===== src/hw/rtl/assert_macros.svh =====
// ----------------------------------------------------------------------------
// Assertion macros
// Clocked concurrent assertion wrappers used by fpf_ctrl.
// ----------------------------------------------------------------------------
`ifndef ASSERT_MACROS_SVH
`define ASSERT_MACROS_SVH

`ifndef ASSERT_OFF

// Checked only while out of reset
`define ASSERT_CLK(label, clk, rst_n, prop, msg) \
    label: assert property (@(posedge clk) disable iff (!rst_n) prop) else $error(msg);

// Checked at every edge, reset included
`define ASSERT_ALWAYS(label, clk, prop, msg) \
    label: assert property (@(posedge clk) prop) else $error(msg);

`else

`define ASSERT_CLK(label, clk, rst_n, prop, msg)
`define ASSERT_ALWAYS(label, clk, prop, msg)

`endif

`endif


===== src/hw/rtl/fpf_pkg.sv =====
// ----------------------------------------------------------------------------
// fpf_pkg
// Shared types and constants of the fader position filter.
// ----------------------------------------------------------------------------
package fpf_pkg;

    localparam int POS_BITS       = 8;
    localparam int COUNT_BITS     = 8;
    localparam int CFG_INDEX_BITS = 3;
    localparam int DIV_STEPS      = POS_BITS;
    localparam int STEP_CNT_BITS  = $clog2(DIV_STEPS);

    localparam logic [CFG_INDEX_BITS-1:0] REG_TRACK_MIN    = 3'd0;
    localparam logic [CFG_INDEX_BITS-1:0] REG_TRACK_MAX    = 3'd1;
    localparam logic [CFG_INDEX_BITS-1:0] REG_SMALL_STEP   = 3'd2;
    localparam logic [CFG_INDEX_BITS-1:0] REG_BIG_STEP     = 3'd3;
    localparam logic [CFG_INDEX_BITS-1:0] REG_REPEAT_COUNT = 3'd4;

    localparam int RESET_TRACK_MIN  = 15;
    localparam int RESET_TRACK_MAX  = 4086;
    localparam int RESET_SMALL_STEP = 5;
    localparam int RESET_BIG_STEP   = 25;
    localparam logic [COUNT_BITS-1:0] RESET_REPEAT_COUNT = 8'd5;

    typedef struct packed {
        logic load;
        logic prep;
        logic div_load;
        logic div_step;
        logic commit;
    } fpf_cmd_t;

    typedef struct packed {
        logic below_small;
        logic empty_track;
        logic out_free;
    } fpf_status_t;

endpackage


===== src/hw/rtl/fpf_datapath.sv =====
// ----------------------------------------------------------------------------
// fpf_datapath
// Config registers, filter state, clamp/scale arithmetic, restoring divider
// and output register.
// ----------------------------------------------------------------------------
module fpf_datapath #(
    parameter int SAMPLE_BITS = 12
) (
    input  logic                           clk,
    input  logic                           rst_n,
    input  logic                           cfg_write,
    input  logic [fpf_pkg::CFG_INDEX_BITS-1:0] cfg_index,
    input  logic [SAMPLE_BITS-1:0]         cfg_data,
    input  logic [SAMPLE_BITS-1:0]         sample,
    input  fpf_pkg::fpf_cmd_t              cmd,
    output fpf_pkg::fpf_status_t           status,
    output logic                           out_valid,
    input  logic                           out_stall,
    output logic [fpf_pkg::POS_BITS-1:0]   position,
    output logic                           changed
);
    import fpf_pkg::*;

    localparam int W = SAMPLE_BITS;

    logic [W-1:0]          track_min_reg;
    logic [W-1:0]          track_max_reg;
    logic [W-1:0]          small_step_reg;
    logic [W-1:0]          big_step_reg;
    logic [COUNT_BITS-1:0] repeat_count_reg;

    logic [W-1:0]          accepted_sample_reg;
    logic [POS_BITS-1:0]   accepted_position_reg;
    logic [COUNT_BITS-1:0] ticks_left_reg;

    logic [W-1:0]          sample_reg;
    logic                  small_reg;
    logic                  big_reg;
    logic                  empty_reg;
    logic [W-1:0]          offset_reg;
    logic [W-1:0]          den_reg;

    logic [W:0]            rem_reg;
    logic [W:0]            divisor_reg;
    logic [POS_BITS-1:0]   low_reg;
    logic [POS_BITS-1:0]   quot_reg;

    logic                  out_valid_reg;
    logic [POS_BITS-1:0]   position_reg;
    logic                  changed_reg;

    logic [W-1:0]          diff;
    logic [W-1:0]          clamped;
    logic [W+7:0]          num;
    logic [W+8:0]          dividend;
    logic [W+1:0]          trial;
    logic                  trial_ge;
    logic [POS_BITS-1:0]   new_pos;

    // prep stage: distance, flags, clamped offset
    always_comb
    begin
        if (accepted_sample_reg > sample_reg)
            diff = accepted_sample_reg - sample_reg;
        else
            diff = sample_reg - accepted_sample_reg;

        if (sample_reg > track_max_reg)
            clamped = track_max_reg;
        else if (sample_reg < track_min_reg)
            clamped = track_min_reg;
        else
            clamped = sample_reg;
    end

    // dividend = 2*off*255 + den, divisor = 2*den
    assign num      = {offset_reg, 8'b0} - {8'b0, offset_reg};
    assign dividend = {num, 1'b0} + {9'b0, den_reg};

    assign trial    = {rem_reg, low_reg[POS_BITS-1]};
    assign trial_ge = (trial >= {1'b0, divisor_reg});

    assign new_pos  = empty_reg ? '0 : quot_reg;

    assign status.below_small = (diff < small_step_reg);
    assign status.empty_track = (track_max_reg <= track_min_reg);
    assign status.out_free    = !out_valid_reg || !out_stall;

    always_ff @(posedge clk or negedge rst_n)
    begin
        if (!rst_n)
        begin
            track_min_reg         <= W'(RESET_TRACK_MIN);
            track_max_reg         <= W'(RESET_TRACK_MAX);
            small_step_reg        <= W'(RESET_SMALL_STEP);
            big_step_reg          <= W'(RESET_BIG_STEP);
            repeat_count_reg      <= RESET_REPEAT_COUNT;
            accepted_sample_reg   <= '0;
            accepted_position_reg <= '0;
            ticks_left_reg        <= RESET_REPEAT_COUNT;
            out_valid_reg         <= 1'b0;
        end
        else
        begin
            if (cfg_write)
            begin
                unique case (cfg_index)
                    REG_TRACK_MIN:    track_min_reg    <= cfg_data;
                    REG_TRACK_MAX:    track_max_reg    <= cfg_data;
                    REG_SMALL_STEP:   small_step_reg   <= cfg_data;
                    REG_BIG_STEP:     big_step_reg     <= cfg_data;
                    REG_REPEAT_COUNT: repeat_count_reg <= cfg_data[COUNT_BITS-1:0];
                    default:          ;
                endcase
            end

            if (cmd.commit)
            begin
                out_valid_reg <= 1'b1;
                if (small_reg || new_pos == accepted_position_reg)
                begin
                    ticks_left_reg <= repeat_count_reg;
                end
                else if (big_reg || ticks_left_reg == '0)
                begin
                    ticks_left_reg        <= repeat_count_reg;
                    accepted_position_reg <= new_pos;
                    accepted_sample_reg   <= sample_reg;
                end
                else
                begin
                    ticks_left_reg <= ticks_left_reg - 1'b1;
                end
            end
            else if (!out_stall)
            begin
                out_valid_reg <= 1'b0;
            end
        end
    end

    always_ff @(posedge clk)
    begin
        if (cmd.load)
            sample_reg <= sample;

        if (cmd.prep)
        begin
            small_reg  <= status.below_small;
            big_reg    <= (diff > big_step_reg);
            empty_reg  <= status.empty_track;
            offset_reg <= clamped - track_min_reg;
            den_reg    <= track_max_reg - track_min_reg;
        end

        if (cmd.div_load)
        begin
            rem_reg     <= dividend[W+8:POS_BITS];
            low_reg     <= dividend[POS_BITS-1:0];
            divisor_reg <= {den_reg, 1'b0};
            quot_reg    <= '0;
        end
        else if (cmd.div_step)
        begin
            rem_reg  <= trial_ge ? (W+1)'(trial - {1'b0, divisor_reg})
                                 : trial[W:0];
            low_reg  <= {low_reg[POS_BITS-2:0], 1'b0};
            quot_reg <= {quot_reg[POS_BITS-2:0], trial_ge};
        end

        if (cmd.commit)
        begin
            if (!small_reg && new_pos != accepted_position_reg
                && (big_reg || ticks_left_reg == '0))
            begin
                position_reg <= new_pos;
                changed_reg  <= 1'b1;
            end
            else
            begin
                position_reg <= accepted_position_reg;
                changed_reg  <= 1'b0;
            end
        end
    end

    assign out_valid = out_valid_reg;
    assign position  = position_reg;
    assign changed   = changed_reg;

endmodule


===== src/hw/rtl/fpf_ctrl.sv =====
// ----------------------------------------------------------------------------
// fpf_ctrl
// Sequencer for one transaction: prep, divider load and eight divide steps
// (skipped on a small step or empty track), commit into the output register.
// ----------------------------------------------------------------------------
`include "assert_macros.svh"

module fpf_ctrl (
    input  logic                 clk,
    input  logic                 rst_n,
    input  logic                 in_valid,
    output logic                 in_stall,
    input  fpf_pkg::fpf_status_t status,
    output fpf_pkg::fpf_cmd_t    cmd
);
    import fpf_pkg::*;

    typedef enum logic [2:0] {
        ST_IDLE,
        ST_PREP,
        ST_DIV_LOAD,
        ST_DIV_STEP,
        ST_COMMIT
    } state_t;

    state_t                   state_reg;
    state_t                   state_next;
    logic [STEP_CNT_BITS-1:0] step_cnt_reg;
    logic [STEP_CNT_BITS-1:0] step_cnt_next;

    assign in_stall = (state_reg != ST_IDLE);

    always_comb
    begin
        state_next    = state_reg;
        step_cnt_next = step_cnt_reg;
        cmd           = '0;
        unique case (state_reg)
            ST_IDLE:
            begin
                cmd.load = in_valid;
                if (in_valid)
                    state_next = ST_PREP;
            end
            ST_PREP:
            begin
                cmd.prep = 1'b1;
                if (status.below_small || status.empty_track)
                    state_next = ST_COMMIT;
                else
                    state_next = ST_DIV_LOAD;
            end
            ST_DIV_LOAD:
            begin
                cmd.div_load  = 1'b1;
                step_cnt_next = '0;
                state_next    = ST_DIV_STEP;
            end
            ST_DIV_STEP:
            begin
                cmd.div_step  = 1'b1;
                step_cnt_next = step_cnt_reg + 1'b1;
                if (step_cnt_reg == STEP_CNT_BITS'(DIV_STEPS - 1))
                    state_next = ST_COMMIT;
            end
            ST_COMMIT:
            begin
                cmd.commit = status.out_free;
                if (status.out_free)
                    state_next = ST_IDLE;
            end
            default:
            begin
                state_next = ST_IDLE;
            end
        endcase
    end

    always_ff @(posedge clk or negedge rst_n)
    begin
        if (!rst_n)
        begin
            state_reg    <= ST_IDLE;
            step_cnt_reg <= '0;
        end
        else
        begin
            state_reg    <= state_next;
            step_cnt_reg <= step_cnt_next;
        end
    end

    `ASSERT_CLK(a_accept_to_prep, clk, rst_n, (in_valid && !in_stall) |=> (state_reg == ST_PREP), "accepted transaction did not enter prep")
    `ASSERT_CLK(a_commit_needs_room, clk, rst_n, cmd.commit |-> status.out_free, "commit while output register full")
    `ASSERT_CLK(a_div_count_start, clk, rst_n, (state_reg == ST_DIV_LOAD) |=> (step_cnt_reg == '0), "divide step count not cleared")
    `ASSERT_ALWAYS(a_one_cmd, clk, $onehot0(cmd), "more than one datapath command active")

endmodule


===== src/hw/rtl/fader_position_filter.sv =====
// An accepted sample goes through prep, then straight to commit when the step
//   is small or the track is empty, else through the 8-step restoring divider first.
// One transaction at a time: a new sample is held off until the previous one commits;
//   a new sample is taken while the previous result still waits in the output register.
// Reset: asynchronous, active low; config registers return to defaults, stored sample
//   and position clear to zero, persistence counter loads 5.
// ----------------------------------------------------------------------------
// fader_position_filter
// Hysteresis and persistence filter that maps a raw slider sample to a
// 0..255 position.
// ----------------------------------------------------------------------------
module fader_position_filter #(
    parameter int SAMPLE_BITS = 12
) (
    input  logic                               clk,
    input  logic                               rst_n,
    input  logic                               cfg_write,
    input  logic [fpf_pkg::CFG_INDEX_BITS-1:0] cfg_index,
    input  logic [SAMPLE_BITS-1:0]             cfg_data,
    input  logic                               in_valid,
    output logic                               in_stall,
    input  logic [SAMPLE_BITS-1:0]             sample,
    output logic                               out_valid,
    input  logic                               out_stall,
    output logic [fpf_pkg::POS_BITS-1:0]       position,
    output logic                               changed
);
    import fpf_pkg::*;

    fpf_cmd_t    cmd;
    fpf_status_t status;

    fpf_ctrl u_ctrl (
        .clk      (clk),
        .rst_n    (rst_n),
        .in_valid (in_valid),
        .in_stall (in_stall),
        .status   (status),
        .cmd      (cmd)
    );

    fpf_datapath #(
        .SAMPLE_BITS (SAMPLE_BITS)
    ) u_datapath (
        .clk       (clk),
        .rst_n     (rst_n),
        .cfg_write (cfg_write),
        .cfg_index (cfg_index),
        .cfg_data  (cfg_data),
        .sample    (sample),
        .cmd       (cmd),
        .status    (status),
        .out_valid (out_valid),
        .out_stall (out_stall),
        .position  (position),
        .changed   (changed)
    );

endmodule

===== config.mk =====
export PLATFORM = sky130hd
export DESIGN_NAME = fader_position_filter
export DESIGN_NICKNAME = d
export VERILOG_FILES = /design/src/hw/rtl/fpf_pkg.sv /design/src/hw/rtl/fpf_datapath.sv /design/src/hw/rtl/fpf_ctrl.sv /design/src/hw/rtl/fader_position_filter.sv
export VERILOG_INCLUDE_DIRS = /design/src /design/src/hw/rtl
export SDC_FILE = /design/constraint.sdc
export NUM_CORES = 1
export LEC_CHECK = 0
export BUFFER_PORTS_ARGS = -buffer_cell sky130_fd_sc_hd__buf_2
export CAP_MARGIN = 40
export CORE_MARGIN = 8
export CORE_UTILIZATION = 66
export CTS_BUF_LIST = sky130_fd_sc_hd__clkbuf_4 sky130_fd_sc_hd__clkbuf_8 sky130_fd_sc_hd__clkbuf_16
export CTS_CLUSTER_SIZE = 8
export DETAILED_ROUTE_END_ITERATION = 16
export GPL_ROUTABILITY_DRIVEN = 0
export GPL_TIMING_DRIVEN = 0
export PLACE_DENSITY = 0.87
export SYNTH_ARGS = -nofsm -noshare
export SYNTH_HDL_FRONTEND = slang
export SYNTH_SLANG_ARGS = --single-unit
export TNS_END_PERCENT = 100

===== constraint.sdc =====
create_clock -name clk -period 9.9 [get_ports clk]
set_clock_uncertainty 0.05 [all_clocks]
set_input_delay 1.485 -clock clk [delete_from_list [all_inputs] [get_ports clk]]
set_output_delay 1.485 -clock clk [all_outputs]
set_load 0.02 [all_outputs]

Word-level counts from Yosys, hierarchy flattened
Index checks and enable logic that the tools add are counted.
- register bits: 180
- output and inout bits: 11
- logic and storage cells: 103
- add/sub/neg operators: 9
- $lt $le $gt $ge: 7
- equal/unequal tests: 15
- multiplexer cells: 26
- bitwise gates (word level): 1
- reduce and logical (&&, ||, !) cells: 22
- operators with widths (kind ; number):
    $mux 8 ; 6
    $sub 12x12->12 ; 4
    $mux 13 ; 3
    $gt 12x12->1 ; 3
    $mux 12 ; 3
    $lt 12x12->1 ; 2
    $add 21x12->21 ; 1
    $sub 20x12->20 ; 1
    $pmux 3 s5 ; 1
    $ge 14x13->1 ; 1
    $sub 13x13->13 ; 1
    $eq 3x2->1 const B ; 4
    $le 12x12->1 ; 1
    $mux 3 ; 4
    $reduce_and 2->1 ; 5
    $eq 3x3->1 const B ; 3
    $eq 8x8->1 ; 1
    $logic_not 8->1 ; 1
    $mux 1 ; 8
    $ne 8x8->1 ; 1
    $sub 8x1->8 const B ; 1
    $eq 3x1->1 const B ; 2
    $logic_not 3->1 ; 2
    $ne 2x1->1 const B ; 3
    other kinds (10) ; 18

Depth between registers and ports, before layout
- depth after elaboration: 6
- depth in mapped cells: 20
- mapped depth without buffers: 20

By module
A second synthesis with hierarchy kept.
- cells, all modules: 1288
- area, all modules: 12522.0 µm²
- by module, submodules not included (module ; instances ; cells an instance ; area an instance (µm²) ; seq. area each (µm²)):
    fpf_datapath ; 1 ; 1248 ; 12152.9 ; 4748.3
    fpf_ctrl ; 1 ; 40 ; 369.1 ; 150.1

Least setup slack after synthesis
Ideal clock, no wire load.
- path type: reg2reg
- start: register u_datapath.accepted_sample_reg[0]
- end: register u_datapath.big_reg, data pin
- setup time: 266 ps
- data arrival time: 3679 ps
- required time: 9584 ps
- slack: 5905 ps
- cell stages (with the launch flop): 20
- path through: dfrtp_1 inv_1 ha_1 inv_1 fa_1 a21o_1 a22oi_1 a211oi_1 o22ai_1 mux2_2 a21oi_1 o21ai_1 xor2_1 ha_1 a21o_1 a21o_1 a21oi_1 nor2_1 a2111oi_0 nor2_1
- cells in the longest elaborated chain, start to end: 3
- elaborated cells on any way between the ends: 5
- classes of those cells: add/sub: 2; order compare: 2; mux: 1
- RTL lines (item ; line ; source):
    start: declaration ; fpf_datapath.sv:32 ; logic [W-1:0] accepted_sample_reg;
    start signal: assignment ; fpf_datapath.sv:128 ; accepted_sample_reg <= sample_reg;
    $sub 12x12->12 (tied with other cells) ; fpf_datapath.sv:66 ; diff = sample_reg - accepted_sample_reg;
    $mux 12 * ; fpf_datapath.sv:63 ; if (accepted_sample_reg > sample_reg)
    $gt 12x12->1 * ; fpf_datapath.sv:150 ; big_reg <= (diff > big_step_reg);
    end signal: assignment ; fpf_datapath.sv:150 ;
    end: declaration ; fpf_datapath.sv:38 ; logic big_reg;
Mark *: on every way between the ends. The rest lies on a longest branch, timed or not.
A chain may end at the register's enable or synchronous reset.

Worst setup path after layout
- start: register u_datapath.sample_reg[1]
- end: register u_datapath.big_reg, data pin
- cells in the longest elaborated chain, start to end: 3
- elaborated cells on any way between the ends: 5
- classes of those cells: add/sub: 2; order compare: 2; mux: 1
- RTL lines (item ; line ; source):
    start: declaration ; fpf_datapath.sv:36 ; logic [W-1:0] sample_reg;
    start signal: assignment ; fpf_datapath.sv:145 ; sample_reg <= sample;
    $sub 12x12->12 (tied with other cells) ; fpf_datapath.sv:66 ;
    $mux 12 * ; fpf_datapath.sv:63 ;
    $gt 12x12->1 * ; fpf_datapath.sv:150 ;
Marked as above.

==> results.sh <==
export IMPL_ctsLongestPathBuffers=2
export IMPL_via_per_inst=6.33
export IMPL_detailroute_via_count=9952
export IMPL_drt_total_wl_um=29500
export IMPL_crit_chain="inv_1 -> fa_1 -> a21o_1 -> a22oi_1 -> a211oi_1 -> o22ai_1 -> buf_2 -> mux2i_1 -> o21ai_1 -> xor2_1 -> ha_1 -> a21o_1 -> a21o_1 -> a21oi_1 -> nor2_1 -> a2111oi_0 -> nor2_1"
export IMPL_io_buffer_count=42
export IMPL_total_power_mw=5.11
export IMPL_start_kind="flop"
export IMPL_synth_main_ff_cell="edfxtp_1"
export IMPL_regArea_sq_mm=0.00490
export IMPL_tritoncts_num_buffers=17
export IMPL_timing_reg2reg_worst_path_depth=17
export IMPL_ys_top_cells_by_count="126 x nand2_1, 124 x ha_1, 122 x inv_1"
export IMPL_num_io_pins=43
export IMPL_yosysWarningCount=0
export IMPL_dpl_hpwl_um=21300
export IMPL_timing_setup_critical_path_class="flop to flop"
export IMPL_post_synth_instance_area_sq_mm=0.0121
export IMPL_antenna_found_initial=0
export IMPL_dieHeight_um=152
export IMPL_post_route_drc_count=0
export IMPL_cp_max_fo=10
export IMPL_cts_num_sinks=180
export IMPL_clk_latency_ns=0.44
export IMPL_worstMarginPinSlew_ns=0.827
export IMPL_postSynthAreaPerCell_sq_um=9.60
export IMPL_share_of_the_yosys_chip_area_belonging_to_registers_pct=40.3
export IMPL_synthAdderAreaFrac_pct=13.8
export IMPL_rows=49
export IMPL_timing_final_hold_violations=0
export IMPL_synth_top_cells_by_area="edfxtp_1 20%, dfrtp_1 14%, ha_1 13%"
export IMPL_post_cts_buffers=0
export IMPL_critical_path_top_cell_by_count="a21o_1"
export IMPL_synth_net_count=1427
export IMPL_critical_path_slowest_cell="edfxtp_1"
export IMPL_first_iter_violations=821
export IMPL_quantity_of_hold_fixing_buffers_added_after_cts=0
export IMPL_final_period_minus_worst_setup_slack_ns=4.98
export IMPL_number_of_flip_flops_in_the_largest_register=13
export IMPL_wp_data_arrival_ns=5.10
export IMPL_diodes_inserted=0
export IMPL_postSynthRegisterBits=180
export IMPL_design_final_nets=1493
export IMPL_cts_max_level=4
export IMPL_data_required_time_of_the_critical_path_ns=10.02
export IMPL_ir_worst_vdd_mv=0.266
export IMPL_grt_overflow_total=0
export IMPL_drv_cap=0
export IMPL_synth_area_mux_share_pct=6.16
export IMPL_end_kind="flop"
export IMPL_rsz_0062_raised_after_global_routing="no"
export IMPL_final_max_slew_violation_count=0
export IMPL_die_span_in_x_um=152
export IMPL_multi_input_gate_area_sq_mm=0.00664
export IMPL_hold_path_class="flop to flop"
export IMPL_cts_root_buf="clkbuf_16"
export IMPL_synth_top_area_cell="edfxtp_1"
export IMPL_synth_edf_count=81
export IMPL_period_share_pct=50.3
export IMPL_first_global_vias=9804
export IMPL_grt_pass1_wl_um=48400
export IMPL_die_area_sq_mm=0.0230
export IMPL_p_leak_nw=5.98
export IMPL_share_of_final_layout_standard_cells_stronger_than_drive_strength_1_pct=12.2
export IMPL_cts_tree="built"
export IMPL_grt_start_max_net_pins=68
export IMPL_fillCellCount=1219
export IMPL_synthCells=1265
export IMPL_area_delta_synth_final_pct=9.94
export IMPL_first_pass_iters=5
export IMPL_synth_compound_area_share_pct=16.1
export IMPL_setup_violations_final=0
export IMPL_run_status="finished, final reports clean"
export IMPL_initial_utilization_pct=67.4
export IMPL_max_freq_mhz=201
export IMPL_postSynth_asyncResetShare_pct=50.6
export IMPL_core_area_sq_mm=0.0180
export IMPL_post_synth_and_or_nand_nor_area_fraction_pct=13.5
export IMPL_grtUsageTotal_pct=26.3
export IMPL_antenna_left=0
export IMPL_synth_top_cell_area_share_pct=20.0
export IMPL_cts_clk_slew_worst_paths_ns=0.08
export IMPL_post_synth_top_count_cell="nand2_1"
export IMPL_max_slew_margin_rel_pct=44.8
export IMPL_holdPathStages=0
export IMPL_critical_path_max_stage_delay_ns=0.54
export IMPL_summed_negative_setup_slack_over_all_endpoints_ns=0
export IMPL_p_per_area_mw_per_mm2=383
export IMPL_synth_cell_types=78
export IMPL_drt_wirelength_per_cell_um=18.8
export IMPL_synth_top_family_by_area="compound AO/OA/AOI/OAI gates"
export IMPL_cts_resized=0
export IMPL_synth_xor_area_share_pct=5.11
## routing by layer
metal | global-route usage [%] | up-vias | share of wire [%]
li1 | - | 4657 | -
met5 | 0 | - | 0
met4 | 9.75 | 0 | 3.2
met1 | 32.9 | 4740 | 41
met3 | 4.93 | 99 | 6.6
met2 | 44.6 | 456 | 49
## power by group
| group | internal, mW | switching (mW) |
|---|---|---|
| clock | 0.369 | 0.340 |
| combinational | 1.27 | 1.84 |
| sequential | 1.12 | 0.180 |
## critical path: cells and delay by family, from the launching register on
family          cells  cell delay [ns]
compound gates      9             2.17
xor+xnor            1             0.25
fa+ha+maj           2             0.75
buf+inv             2             0.53
flops               1             0.54
mux                 1             0.22
simple gates        2             0.19
## metrics by stage
step	std cells	utilization [%]	area (sq um)	worst slack, ns	hold WS [ns]
2_1_floorplan	1265	-	12100	5.90	0.367
3_3_place_gp	1536	70.1	12600	5.22	0.397
3_5_place_dp	1541	70.6	12700	5.12	0.414
4_1_cts	1573	74.1	13400	5.09	0.428
5_1_grt	1573	74.1	13400	4.67	0.438
6_report	1573	74.1	13400	4.92	0.427
## cell usage in the layout (no fill, tap or decap), types with 4 or more instances in the layout
| cell | netlist | routed |
|---|---|---|
| nand2_1 | 126 | 126 |
| ha_1 | 124 | 124 |
| inv_1 | 122 | 122 |
| o21ai_0 | 103 | 103 |
| a21oi_1 | 88 | 88 |
| edfxtp_1 | 81 | 81 |
| dfrtp_1 | 68 | 68 |
| nor2_1 | 67 | 67 |
| buf_2 | 5 | 48 |
| xnor2_1 | 48 | 48 |
| mux2_2 | 37 | 37 |
| a21o_1 | 33 | 33 |
| clkbuf_1 | 29 | 29 |
| nor3_1 | 27 | 27 |
| mux2i_1 | 23 | 23 |
| dfstp_2 | 23 | 23 |
| nor2b_1 | 22 | 22 |
| xor2_1 | 21 | 21 |
| nand3_1 | 19 | 19 |
| clkbuf_16 | 0 | 17 |
| nand4_1 | 16 | 16 |
| a31oi_1 | 12 | 12 |
| o21ai_1 | 9 | 9 |
| or3_1 | 9 | 9 |
| mux2_1 | 9 | 9 |
| dfxtp_1 | 8 | 8 |
| a211oi_1 | 7 | 7 |
| nand2b_1 | 7 | 7 |
| o21bai_1 | 7 | 7 |
| nor4_1 | 6 | 6 |
| fa_1 | 6 | 6 |
| and3_1 | 5 | 5 |
| o211ai_1 | 5 | 5 |
| o32ai_1 | 5 | 5 |
| o21a_1 | 4 | 4 |
| a21boi_0 | 4 | 4 |
| nor4bb_1 | 4 | 4 |
| clkinv_8 | 0 | 4 |
## logic make-up (layout without fill, tap and decap cells)
family	Yosys count	in the layout
compound gates	319	319
buf+inv	160	239
fa+ha+maj	130	130
mux	69	69
flops	180	180
xor+xnor	70	70
simple gates	337	337
## path summary, 6_finish.rpt
check / slack, ns / start / to
worst min register to register: 0.43 / u_datapath.den_reg[0] / u_datapath.divisor_reg[1]
worst max register to register: 4.92 / u_datapath.sample_reg[1] / u_datapath.big_reg
worst min-delay path: 0.43 / u_datapath.den_reg[0] / u_datapath.divisor_reg[1]
max in group asynchronous: 8.19 / rst_n / u_datapath.track_max_reg[8]
min in group asynchronous: 0.89 / rst_n / u_datapath.accepted_position_reg[6]
worst max-delay path: 4.92 / u_datapath.sample_reg[1] / u_datapath.big_reg
## area by class of cell
cell class | instances | share of cell area, %
Multi-Input combinational cell | 925 | 49.7
Inverter | 124 | 3.49
Timing Repair Buffer | 47 | 2.19
Buffer | 36 | 1.06
Tap cell | 229 | 2.15
Sequential cell | 180 | 36.7
Clock inverter | 15 | 1.52
Clock buffer | 17 | 3.19
(Power assumes the default switching activity.)
